--- config.mk ---
export PLATFORM = sky130hd
export DESIGN_NAME = record_field_count_checker_unit
export DESIGN_NICKNAME = d
export VERILOG_FILES = /design/src/hdl/rfcc_pkg.sv /design/src/hdl/record_field_count_checker_unit.sv
export SDC_FILE = /design/constraint.sdc
export NUM_CORES = 1
export LEC_CHECK = 0
export BUFFER_PORTS_ARGS = -buffer_cell sky130_fd_sc_hd__buf_4
export CAP_MARGIN = 25
export CORE_MARGIN = 2
export CORE_UTILIZATION = 62
export DETAILED_ROUTE_END_ITERATION = 6
export HOLD_SLACK_MARGIN = 0.15
export PLACE_DENSITY = 0.81
export SLEW_MARGIN = 20
export SYNTH_ARGS = -nofsm -noshare
export SYNTH_HDL_FRONTEND = slang
export SYNTH_SLANG_ARGS = --single-unit
--- constraint.sdc ---
create_clock -name clk -period 6.55 [get_ports clk]
set_input_delay 0.3275 -clock clk [delete_from_list [all_inputs] [get_ports clk]]
set_output_delay 0.3275 -clock clk [all_outputs]
set_load 0.005 [all_outputs]
--- src/hdl/rfcc_pkg.sv ---
// rfcc_pkg: shared constants and result type for the record field count checker
package rfcc_pkg;

    localparam logic [7:0] BAR_CHAR   = 8'h7C;
    localparam logic [7:0] DIGIT_ZERO = 8'h30;
    localparam logic [7:0] DIGIT_NINE = 8'h39;

    localparam int KEY_FIELD_OFFSET = 6;
    localparam int SEP_EXTRA        = 7;
    localparam int OUT_WIDTH        = 16;

    typedef struct packed {
        logic                 line_bad;
        logic [OUT_WIDTH-1:0] line_number;
        logic [OUT_WIDTH-1:0] error_total;
    } result_t;

endpackage

--- src/hdl/record_field_count_checker_unit.sv ---
// record_field_count_checker_unit: per-byte record line checker with result skid stage
//
//  channel | direction | handshake            | payload
//  --------+-----------+----------------------+----------------------------------
//  in      | input     | in_valid / in_stall  | data_byte, line_end
//  out     | output    | out_valid / out_stall| line_bad, line_number, error_total
//
//  one byte is accepted per cycle while in_stall is low; the line counters update in the same cycle
//  a line end result is registered into the output register, or into the skid stage while the output is stalled
//  rst_n clears all counters and flags asynchronously; no clearing pass
//  a held output result plus one result in the skid stage are buffered;
//  in_stall rises only while the skid stage is full
module record_field_count_checker_unit #(
    parameter int COUNT_WIDTH       = 8,
    parameter int LINE_NUMBER_WIDTH = 16
) (
    input  logic                           clk,
    input  logic                           rst_n,
    input  logic                           in_valid,
    output logic                           in_stall,
    input  logic [7:0]                     data_byte,
    input  logic                           line_end,
    output logic                           out_valid,
    input  logic                           out_stall,
    output logic                           line_bad,
    output logic [rfcc_pkg::OUT_WIDTH-1:0] line_number,
    output logic [rfcc_pkg::OUT_WIDTH-1:0] error_total
);

    import rfcc_pkg::*;

    localparam int SEP_WIDTH = COUNT_WIDTH + 2;
    localparam int MUL_WIDTH = COUNT_WIDTH + 4;

    logic [SEP_WIDTH-1:0]         sep_count_reg, sep_count_next;
    logic [COUNT_WIDTH-1:0]       author_count_reg, author_count_next;
    logic [COUNT_WIDTH-1:0]       key_count_reg, key_count_next;
    logic                         in_leading_reg, in_leading_next;
    logic                         prev_sep_reg, prev_sep_next;
    logic [1:0]                   after_last_reg, after_last_next;
    logic                         line_failed_reg, line_failed_next;
    logic [LINE_NUMBER_WIDTH-1:0] lines_seen_reg, lines_seen_next;
    logic [OUT_WIDTH-1:0]         failures_reg, failures_next;

    result_t out_data_reg, out_data_next;
    result_t skid_data_reg, skid_data_next;
    logic    out_valid_reg, out_valid_next;
    logic    skid_valid_reg, skid_valid_next;

    logic                         accept;
    logic                         is_bar;
    logic                         is_digit;
    logic [3:0]                   digit_value;
    logic [MUL_WIDTH-1:0]         author_mul;
    logic [MUL_WIDTH-1:0]         key_mul;
    logic                         author_ovf;
    logic                         key_ovf;
    logic                         key_field;
    logic [SEP_WIDTH-1:0]         target;
    logic                         bad;
    logic                         new_result;
    logic [LINE_NUMBER_WIDTH+OUT_WIDTH-1:0] lines_wide;
    result_t                      result;

    assign accept      = in_valid && !in_stall;
    assign is_bar      = (data_byte == BAR_CHAR);
    assign is_digit    = (data_byte >= DIGIT_ZERO) && (data_byte <= DIGIT_NINE);
    assign digit_value = data_byte[3:0];

    assign author_mul = (MUL_WIDTH'(author_count_reg) << 3) + (MUL_WIDTH'(author_count_reg) << 1)
                        + MUL_WIDTH'(digit_value);
    assign key_mul    = (MUL_WIDTH'(key_count_reg) << 3) + (MUL_WIDTH'(key_count_reg) << 1)
                        + MUL_WIDTH'(digit_value);
    assign author_ovf = (author_mul[MUL_WIDTH-1:COUNT_WIDTH] != '0);
    assign key_ovf    = (key_mul[MUL_WIDTH-1:COUNT_WIDTH] != '0);
    assign key_field  = (sep_count_reg ==
                         SEP_WIDTH'(author_count_reg) + SEP_WIDTH'(KEY_FIELD_OFFSET));

    // per-byte field tracking
    always_comb
    begin
        sep_count_next    = sep_count_reg;
        author_count_next = author_count_reg;
        key_count_next    = key_count_reg;
        in_leading_next   = in_leading_reg;
        prev_sep_next     = prev_sep_reg;
        after_last_next   = after_last_reg;
        line_failed_next  = line_failed_reg;
        if (is_bar)
        begin
            if (prev_sep_reg)
            begin
                line_failed_next = 1'b1;
            end
            in_leading_next = 1'b0;
            if (sep_count_reg != '1)
            begin
                sep_count_next = sep_count_reg + 1'b1;
            end
            after_last_next = 2'd0;
            prev_sep_next   = 1'b1;
        end
        else
        begin
            prev_sep_next = 1'b0;
            if (in_leading_reg)
            begin
                if (is_digit)
                begin
                    if (author_ovf)
                    begin
                        line_failed_next  = 1'b1;
                        author_count_next = '1;
                    end
                    else
                    begin
                        author_count_next = author_mul[COUNT_WIDTH-1:0];
                    end
                end
                else
                begin
                    in_leading_next = 1'b0;
                end
            end
            else if (is_digit && key_field)
            begin
                if (key_ovf)
                begin
                    line_failed_next = 1'b1;
                    key_count_next   = '1;
                end
                else
                begin
                    key_count_next = key_mul[COUNT_WIDTH-1:0];
                end
            end
            if (after_last_reg != 2'd3)
            begin
                after_last_next = after_last_reg + 2'd1;
            end
        end
    end

    assign target = SEP_WIDTH'(author_count_next) + SEP_WIDTH'(key_count_next)
                    + SEP_WIDTH'(SEP_EXTRA);
    assign bad    = line_failed_next || (sep_count_next != target) || (after_last_next != 2'd1);
    assign new_result = accept && line_end;

    assign failures_next = (bad && failures_reg != '1) ? failures_reg + 1'b1 : failures_reg;
    assign lines_seen_next = lines_seen_reg + 1'b1;
    assign lines_wide      = (LINE_NUMBER_WIDTH + OUT_WIDTH)'(lines_seen_reg);

    assign result.line_bad    = bad;
    assign result.line_number = lines_wide[OUT_WIDTH-1:0];
    assign result.error_total = failures_next;

    always_ff @(posedge clk or negedge rst_n)
    begin
        if (!rst_n)
        begin
            sep_count_reg    <= '0;
            author_count_reg <= '0;
            key_count_reg    <= '0;
            in_leading_reg   <= 1'b1;
            prev_sep_reg     <= 1'b0;
            after_last_reg   <= 2'd0;
            line_failed_reg  <= 1'b0;
            lines_seen_reg   <= '0;
            failures_reg     <= '0;
        end
        else if (accept)
        begin
            if (line_end)
            begin
                sep_count_reg    <= '0;
                author_count_reg <= '0;
                key_count_reg    <= '0;
                in_leading_reg   <= 1'b1;
                prev_sep_reg     <= 1'b0;
                after_last_reg   <= 2'd0;
                line_failed_reg  <= 1'b0;
                lines_seen_reg   <= lines_seen_next;
                failures_reg     <= failures_next;
            end
            else
            begin
                sep_count_reg    <= sep_count_next;
                author_count_reg <= author_count_next;
                key_count_reg    <= key_count_next;
                in_leading_reg   <= in_leading_next;
                prev_sep_reg     <= prev_sep_next;
                after_last_reg   <= after_last_next;
                line_failed_reg  <= line_failed_next;
            end
        end
    end

    // output register with one skid entry
    always_comb
    begin
        out_data_next   = out_data_reg;
        skid_data_next  = skid_data_reg;
        out_valid_next  = out_valid_reg;
        skid_valid_next = skid_valid_reg;
        if (out_valid_reg && !out_stall)
        begin
            if (skid_valid_reg)
            begin
                out_data_next = skid_data_reg;
                if (new_result)
                begin
                    skid_data_next = result;
                end
                else
                begin
                    skid_valid_next = 1'b0;
                end
            end
            else
            begin
                out_data_next  = result;
                out_valid_next = new_result;
            end
        end
        else if (!out_valid_reg)
        begin
            out_data_next  = result;
            out_valid_next = new_result;
        end
        else if (new_result)
        begin
            skid_data_next  = result;
            skid_valid_next = 1'b1;
        end
    end

    always_ff @(posedge clk or negedge rst_n)
    begin
        if (!rst_n)
        begin
            out_valid_reg  <= 1'b0;
            skid_valid_reg <= 1'b0;
        end
        else
        begin
            out_valid_reg  <= out_valid_next;
            skid_valid_reg <= skid_valid_next;
        end
    end

    always_ff @(posedge clk)
    begin
        out_data_reg  <= out_data_next;
        skid_data_reg <= skid_data_next;
    end

    assign in_stall    = skid_valid_reg;
    assign out_valid   = out_valid_reg;
    assign line_bad    = out_data_reg.line_bad;
    assign line_number = out_data_reg.line_number;
    assign error_total = out_data_reg.error_total;

endmodule

---- Yosys cells after proc, flatten, opt, wreduce, memory -nomap -nowiden ----
Cells that the tools add are included.
operators by class
  reduce and logical (&&, ||, !) cells .... 17
  multipliers ............................. 0
  shift-type cells ........................ 0
  equal/unequal tests ..................... 10
  bitwise logic cells ..................... 0
  muxes and demuxes ....................... 46
  add/subtract/negate cells ............... 11
  order comparisons ....................... 2
  divide/modulo/power cells ............... 0
operator list
  cell                                                                number
  2-to-1 mux 33 bit                                                   7
  2-to-1 mux 8 bit                                                    10
  adder 16 x 1 -> 16 bit (second input constant)                      2
  2-to-1 mux 10 bit                                                   3
  adder 11 x 9 -> 12 bit                                              2
  adder 12 x 4 -> 12 bit                                              2
  2-to-1 mux 1 bit                                                    22
  2-to-1 mux 16 bit                                                   1
  inequality test 16 bit (second input constant)                      1
  adder 10 x 1 -> 10 bit (second input constant)                      1
  adder 9 x 3 -> 10 bit (second input constant)                       1
  equality test 10 x 9 -> 1 bit                                       1
  inequality test 10 bit                                              1
  inequality test 10 bit (second input constant)                      1
  adder 8 x 3 -> 9 bit (second input constant)                        1
  adder 8 x 8 -> 9 bit                                                1
  equality test 8 x 7 -> 1 bit (second input constant)                1
  greater-or-equal comparator 8 x 6 -> 1 bit (second input constant)  1
  less-or-equal comparator 8 x 6 -> 1 bit (second input constant)     1
  nonzero test 4 bit                                                  2
  logical AND 1 bit                                                   6
  2-to-1 mux 2 bit                                                    3
  inequality test 2 bit (second input constant)                       3
  AND reduction 2 bit                                                 3
  other kinds (5)                                                     9
word-level totals
  register bits after elaboration ......... 131
  output and inout port bits .............. 35
  bits in writable memories ............... 0
  logic and storage cells ................. 103
  memory bits (read-only) ................. 0
  latch bits .............................. 0
  memories ................................ 0

---- Depth between registers and ports, before layout ----
  depth after elaboration ................. 17
  gate-level depth with buffers ........... 27

---- Least setup slack after synthesis ----
OpenSTA, ideal clock, no wires.
  kind .................................... register -> register
  start ................................... register key_count_reg[0]
  end ..................................... register out_data_reg, in the netlist error_total[13], data pin
  buffers on the path ..................... 2
  setup time .............................. 0.268 ns
  required time ........................... 6.282 ns
  stages on the path, launching flop included .. 26
  path slack .............................. 0.752 ns
  arrival time ............................ 5.530 ns
  path through ............................ dfrtp_1 -> fa_1 -> inv_1 -> fa_1 -> nand2b_1 -> a21oi_1 -> nor4_1 -> nor4_4 -> or2b_1 -> mux2i_1 -> ha_1 -> inv_1 -> ha_1 -> inv_1 -> fa_1 -> nand2b_1 -> a211oi_1 -> o21ai_0 -> a211o_1 -> a211oi_1 -> nand4_1 -> nor2_2 -> buf_4 -> buf_4 -> mux2i_1 -> a31oi_1
RTL lines
  element                   line                                    RTL
  start: declaration        record_field_count_checker_unit.sv:37   logic [COUNT_WIDTH-1:0] key_count_reg, key_count_next;
  start signal: assignment  record_field_count_checker_unit.sv:189  key_count_reg <= key_count_next;
  end signal: assignment    record_field_count_checker_unit.sv:253  out_data_reg <= out_data_next;
  end: declaration          record_field_count_checker_unit.sv:45   result_t out_data_reg, out_data_next;

==> run summary <==
Filler cells: 961
GRT overflow: 0
Critical Path Start Type: flop
total wire length: 17,800 µm
FP Rows: 41
die area: 0.0136 mm²
vias per cell: 6.15
Yosys reg bits: 131
grt met2 use: 0.487
ant diodes: 0
Mean Syn Cell Area: 9.98 µm²
Worst path slowest cell: fa_1
pin count of the biggest net entering global routing: 66
met1 Usage GRT: 0.345
antenna violations before repair: 0
status: finished, final reports clean
Req. time, crit path: 6.72 ns
top cells by area, synth: edfxtp_1 25%, dfrtp_1 20%, ha_1 7.8%, nand2_1 5.5%, xnor2_1 3.2%
First DRT Iteration DRCs: 488
most frequent cells after synthesis: 116 x nand2_1, 66 x edfxtp_1, 64 x dfrtp_1
final hold violation count: 0
CP max FO: 34
Psw: 0.000785 W
worst hold path class: input pin to flop
Worst Reg2Reg Path Length in Cells: 25
post-placement cell area: 0.00833 mm²
Critical R2R Launch: key_count_reg[0]$_DFFE_PN0P_
max-cap violations: 0
Synth top area share: 0.251
cell taking the most area after synthesis: edfxtp_1
Clk pwr share: 0.338
top-count cell post-synth: nand2_1
Clock Tree Root: clkbuf_16
clk_lat worst skew: 0.42 ns
width of the chip: 117 µm
CP Data Arrival Time: 6.36 ns
critical path class: flop to flop
CTS sink cnt: 131
busiest grt layer: met2
CTS Buf Count: 17
r2r endpoint: error_total[0]$_DFFE_PP_
final setup violating endpoints: 0
post-route cell area: 0.00893 mm²
hold path cells: 3
Netlist cell types: 74
Max Freq: 162 MHz
Crit path buffers/inverters: 5
hold slack: 0.193 ns
max FFs per register: 33
TNS Setup: 0 ns
routing usage on met3: 0.0649
Placed Cells: 978
Syn Std Cell Area: 0.00788 mm²
Tmin final: 6.19 ns
PortBufs: 47
vias: 6,252
syn nets: 857
share of cells above drive strength 1: 0.136
Sw Ratio: 0.299
ys flop type: edfxtp_1
Hold EP: in_stall$_DFFE_PN0P_
Bufs on Longest Clock Path: 2
final setup margin: 0.362 ns
CP Launch Point: key_count_reg[0]$_DFFE_PN0P_
first-pass GRT wire length: 29,700 µm
RSZ-0062 raised after global routing: no
Synth async-reset ratio: 0.496
drt drc: 0
post-synthesis sequential area ratio: 0.458
Flop pwr share: 0.446
Power Internal: 0.00184 W
H-tree depth: 4
hold path start: out_stall
yosys warns: 0
drt first pass iters: 5
Clock Skews: 0.00864 ns
Post-Syn Instances: 790
final worst path period share: 0.945
Core Box Area: 0.0125 mm²
Clk pin slew, worst setup/hold paths: 0.06 ns
static leakage: 3.90 nW
Final Max Slew Viols: 0
number of flops mapped to enable cells by yosys: 66
Initial Util: 0.630
Routed Antenna Nets: 0
Slew @ Worst Pin: 0.907 ns
area grow syn2layout: 13.4%
Pwr Density: 294 mW/mm²
Worst path top cell family by delay: adder cells
Critical Path End Type: flop
Tot GR Track Use: 0.283
NumNets Final: 898
Comb pwr share: 0.216
Worst R2R Setup Slack: 0.36 ns
CTS tree: built
Max stage delay on crit path: 0.54 ns
Rel. slew slack: 0.393
DPL Wire Length: 12,300 µm
gpl congestion: 0.889
peak supply drop: 0.000183 V
Layout Cells excl Fill: 1,016
IO Pins: 48
vias in the first global route: 6,074
routed wire length per instance: 17.6 µm
chip height: 117 µm
worst slack, placed: 0.180 ns
[cell usage in the layout (no fill, tap or decap), types with 9 or more instances in the layout]
| cell | count |
|---|---|
| edfxtp_1 | 66 |
| nor2_1 | 52 |
| nor4_1 | 15 |
| nand3_1 | 24 |
| and3_1 | 9 |
| buf_4 | 57 |
| xnor2_1 | 29 |
| nand2_1 | 116 |
| nand4_1 | 11 |
| clkbuf_16 | 17 |
| o21ai_0 | 34 |
| nand2b_1 | 11 |
| a21oi_1 | 30 |
| inv_1 | 26 |
| xor2_1 | 27 |
| a22o_1 | 11 |
| dfrtp_1 | 64 |
| nor3_1 | 25 |
| ha_1 | 49 |
| a31oi_1 | 16 |
[area by class of cell]
cell class / instances / area (µm²) / area share
repair buffers: 60 / 473 / 0.0529
inverters: 26 / 97.6 / 0.0109
multi-input cells: 595 / 3990 / 0.446
clock buffers: 20 / 447 / 0.0500
clock inverters: 12 / 106 / 0.0119
well taps: 172 / 215 / 0.0241
flip-flops and latches: 131 / 3610 / 0.404
[cell families after synthesis]
kind of cell	Yosys count	share of synthesized area
compound gates	150	0.127
simple gates	319	0.204
buf+inv	64	0.0365
mux	16	0.0221
fa+ha+maj	54	0.0905
xor+xnor	56	0.0622
flops	131	0.458
[metal layers]
metal | vias to the layer above | wire length (µm) | share of wire
li1 | 2964 | - | -
met4 | 0 | 561 | 0.031
met5 | - | 0 | 0
met3 | 62 | 915 | 0.051
met1 | 3009 | 7360 | 0.41
met2 | 217 | 9000 | 0.50
[worst max path at each step]
stage | end | cells after the start | slack [ns]
after floorplan | error_total[13]$_DFFE_PP_ | 25 | 0.75
after global placement | error_total[0]$_DFFE_PP_ | 25 | 0.46
after detailed placement | error_total[0]$_DFFE_PP_ | 25 | 0.18
after CTS | error_total[0]$_DFFE_PP_ | 24 | 0.24
after global routing | error_total[1]$_DFFE_PP_ | 24 | 0.03
final | error_total[0]$_DFFE_PP_ | 25 | 0.36
[power by group through the flow]
stage	Sequential, W	Clock [W]	Combinational (W)
2_1_floorplan	0.00116	0	0.000343
3_3_place_gp	0.00118	0	0.000544
3_5_place_dp	0.00118	0	0.000563
4_1_cts	0.00117	0.000895	0.000567
5_1_grt	0.00119	0.000929	0.000640
6_report	0.00117	0.000887	0.000568
[through the flow]
| step | util | power [W] |
|---|---|---|
| global route | 0.714 | 0.00276 |
| global placement | 0.665 | 0.00172 |
| CTS | 0.710 | 0.00263 |
| finish | 0.714 | 0.00263 |
| floorplan | - | 0.00150 |
| detailed placement | 0.665 | 0.00175 |
[timing repair]
item	in CTS	in global routing
hold buffers	1	0
gates resized for setup	0	0
setup endpoints to repair	0	21
setup buffers	0	4
hold endpoints to repair	64	0
[worst reg2reg max path, cell delays in order (launching register included)]
cell      delay (ns)
dfrtp_1         0.42
fa_1            0.54
inv_1           0.07
fa_1            0.44
nand2b_1        0.17
a21oi_1         0.24
nor4_1          0.12
nor4_4          0.25
buf_4           0.18
or2b_1          0.24
mux2i_1         0.19
ha_1            0.27
inv_1           0.06
ha_1            0.18
inv_1           0.06
fa_1            0.39
nand2b_1        0.18
a211oi_1        0.29
o21ai_0         0.17
a211o_1         0.34
a211oi_1        0.20
nand4_1         0.16
nor2_2          0.16
buf_12          0.19
nor3_1          0.08
o31a_1          0.33
Power figures use the tool's default switching activity.
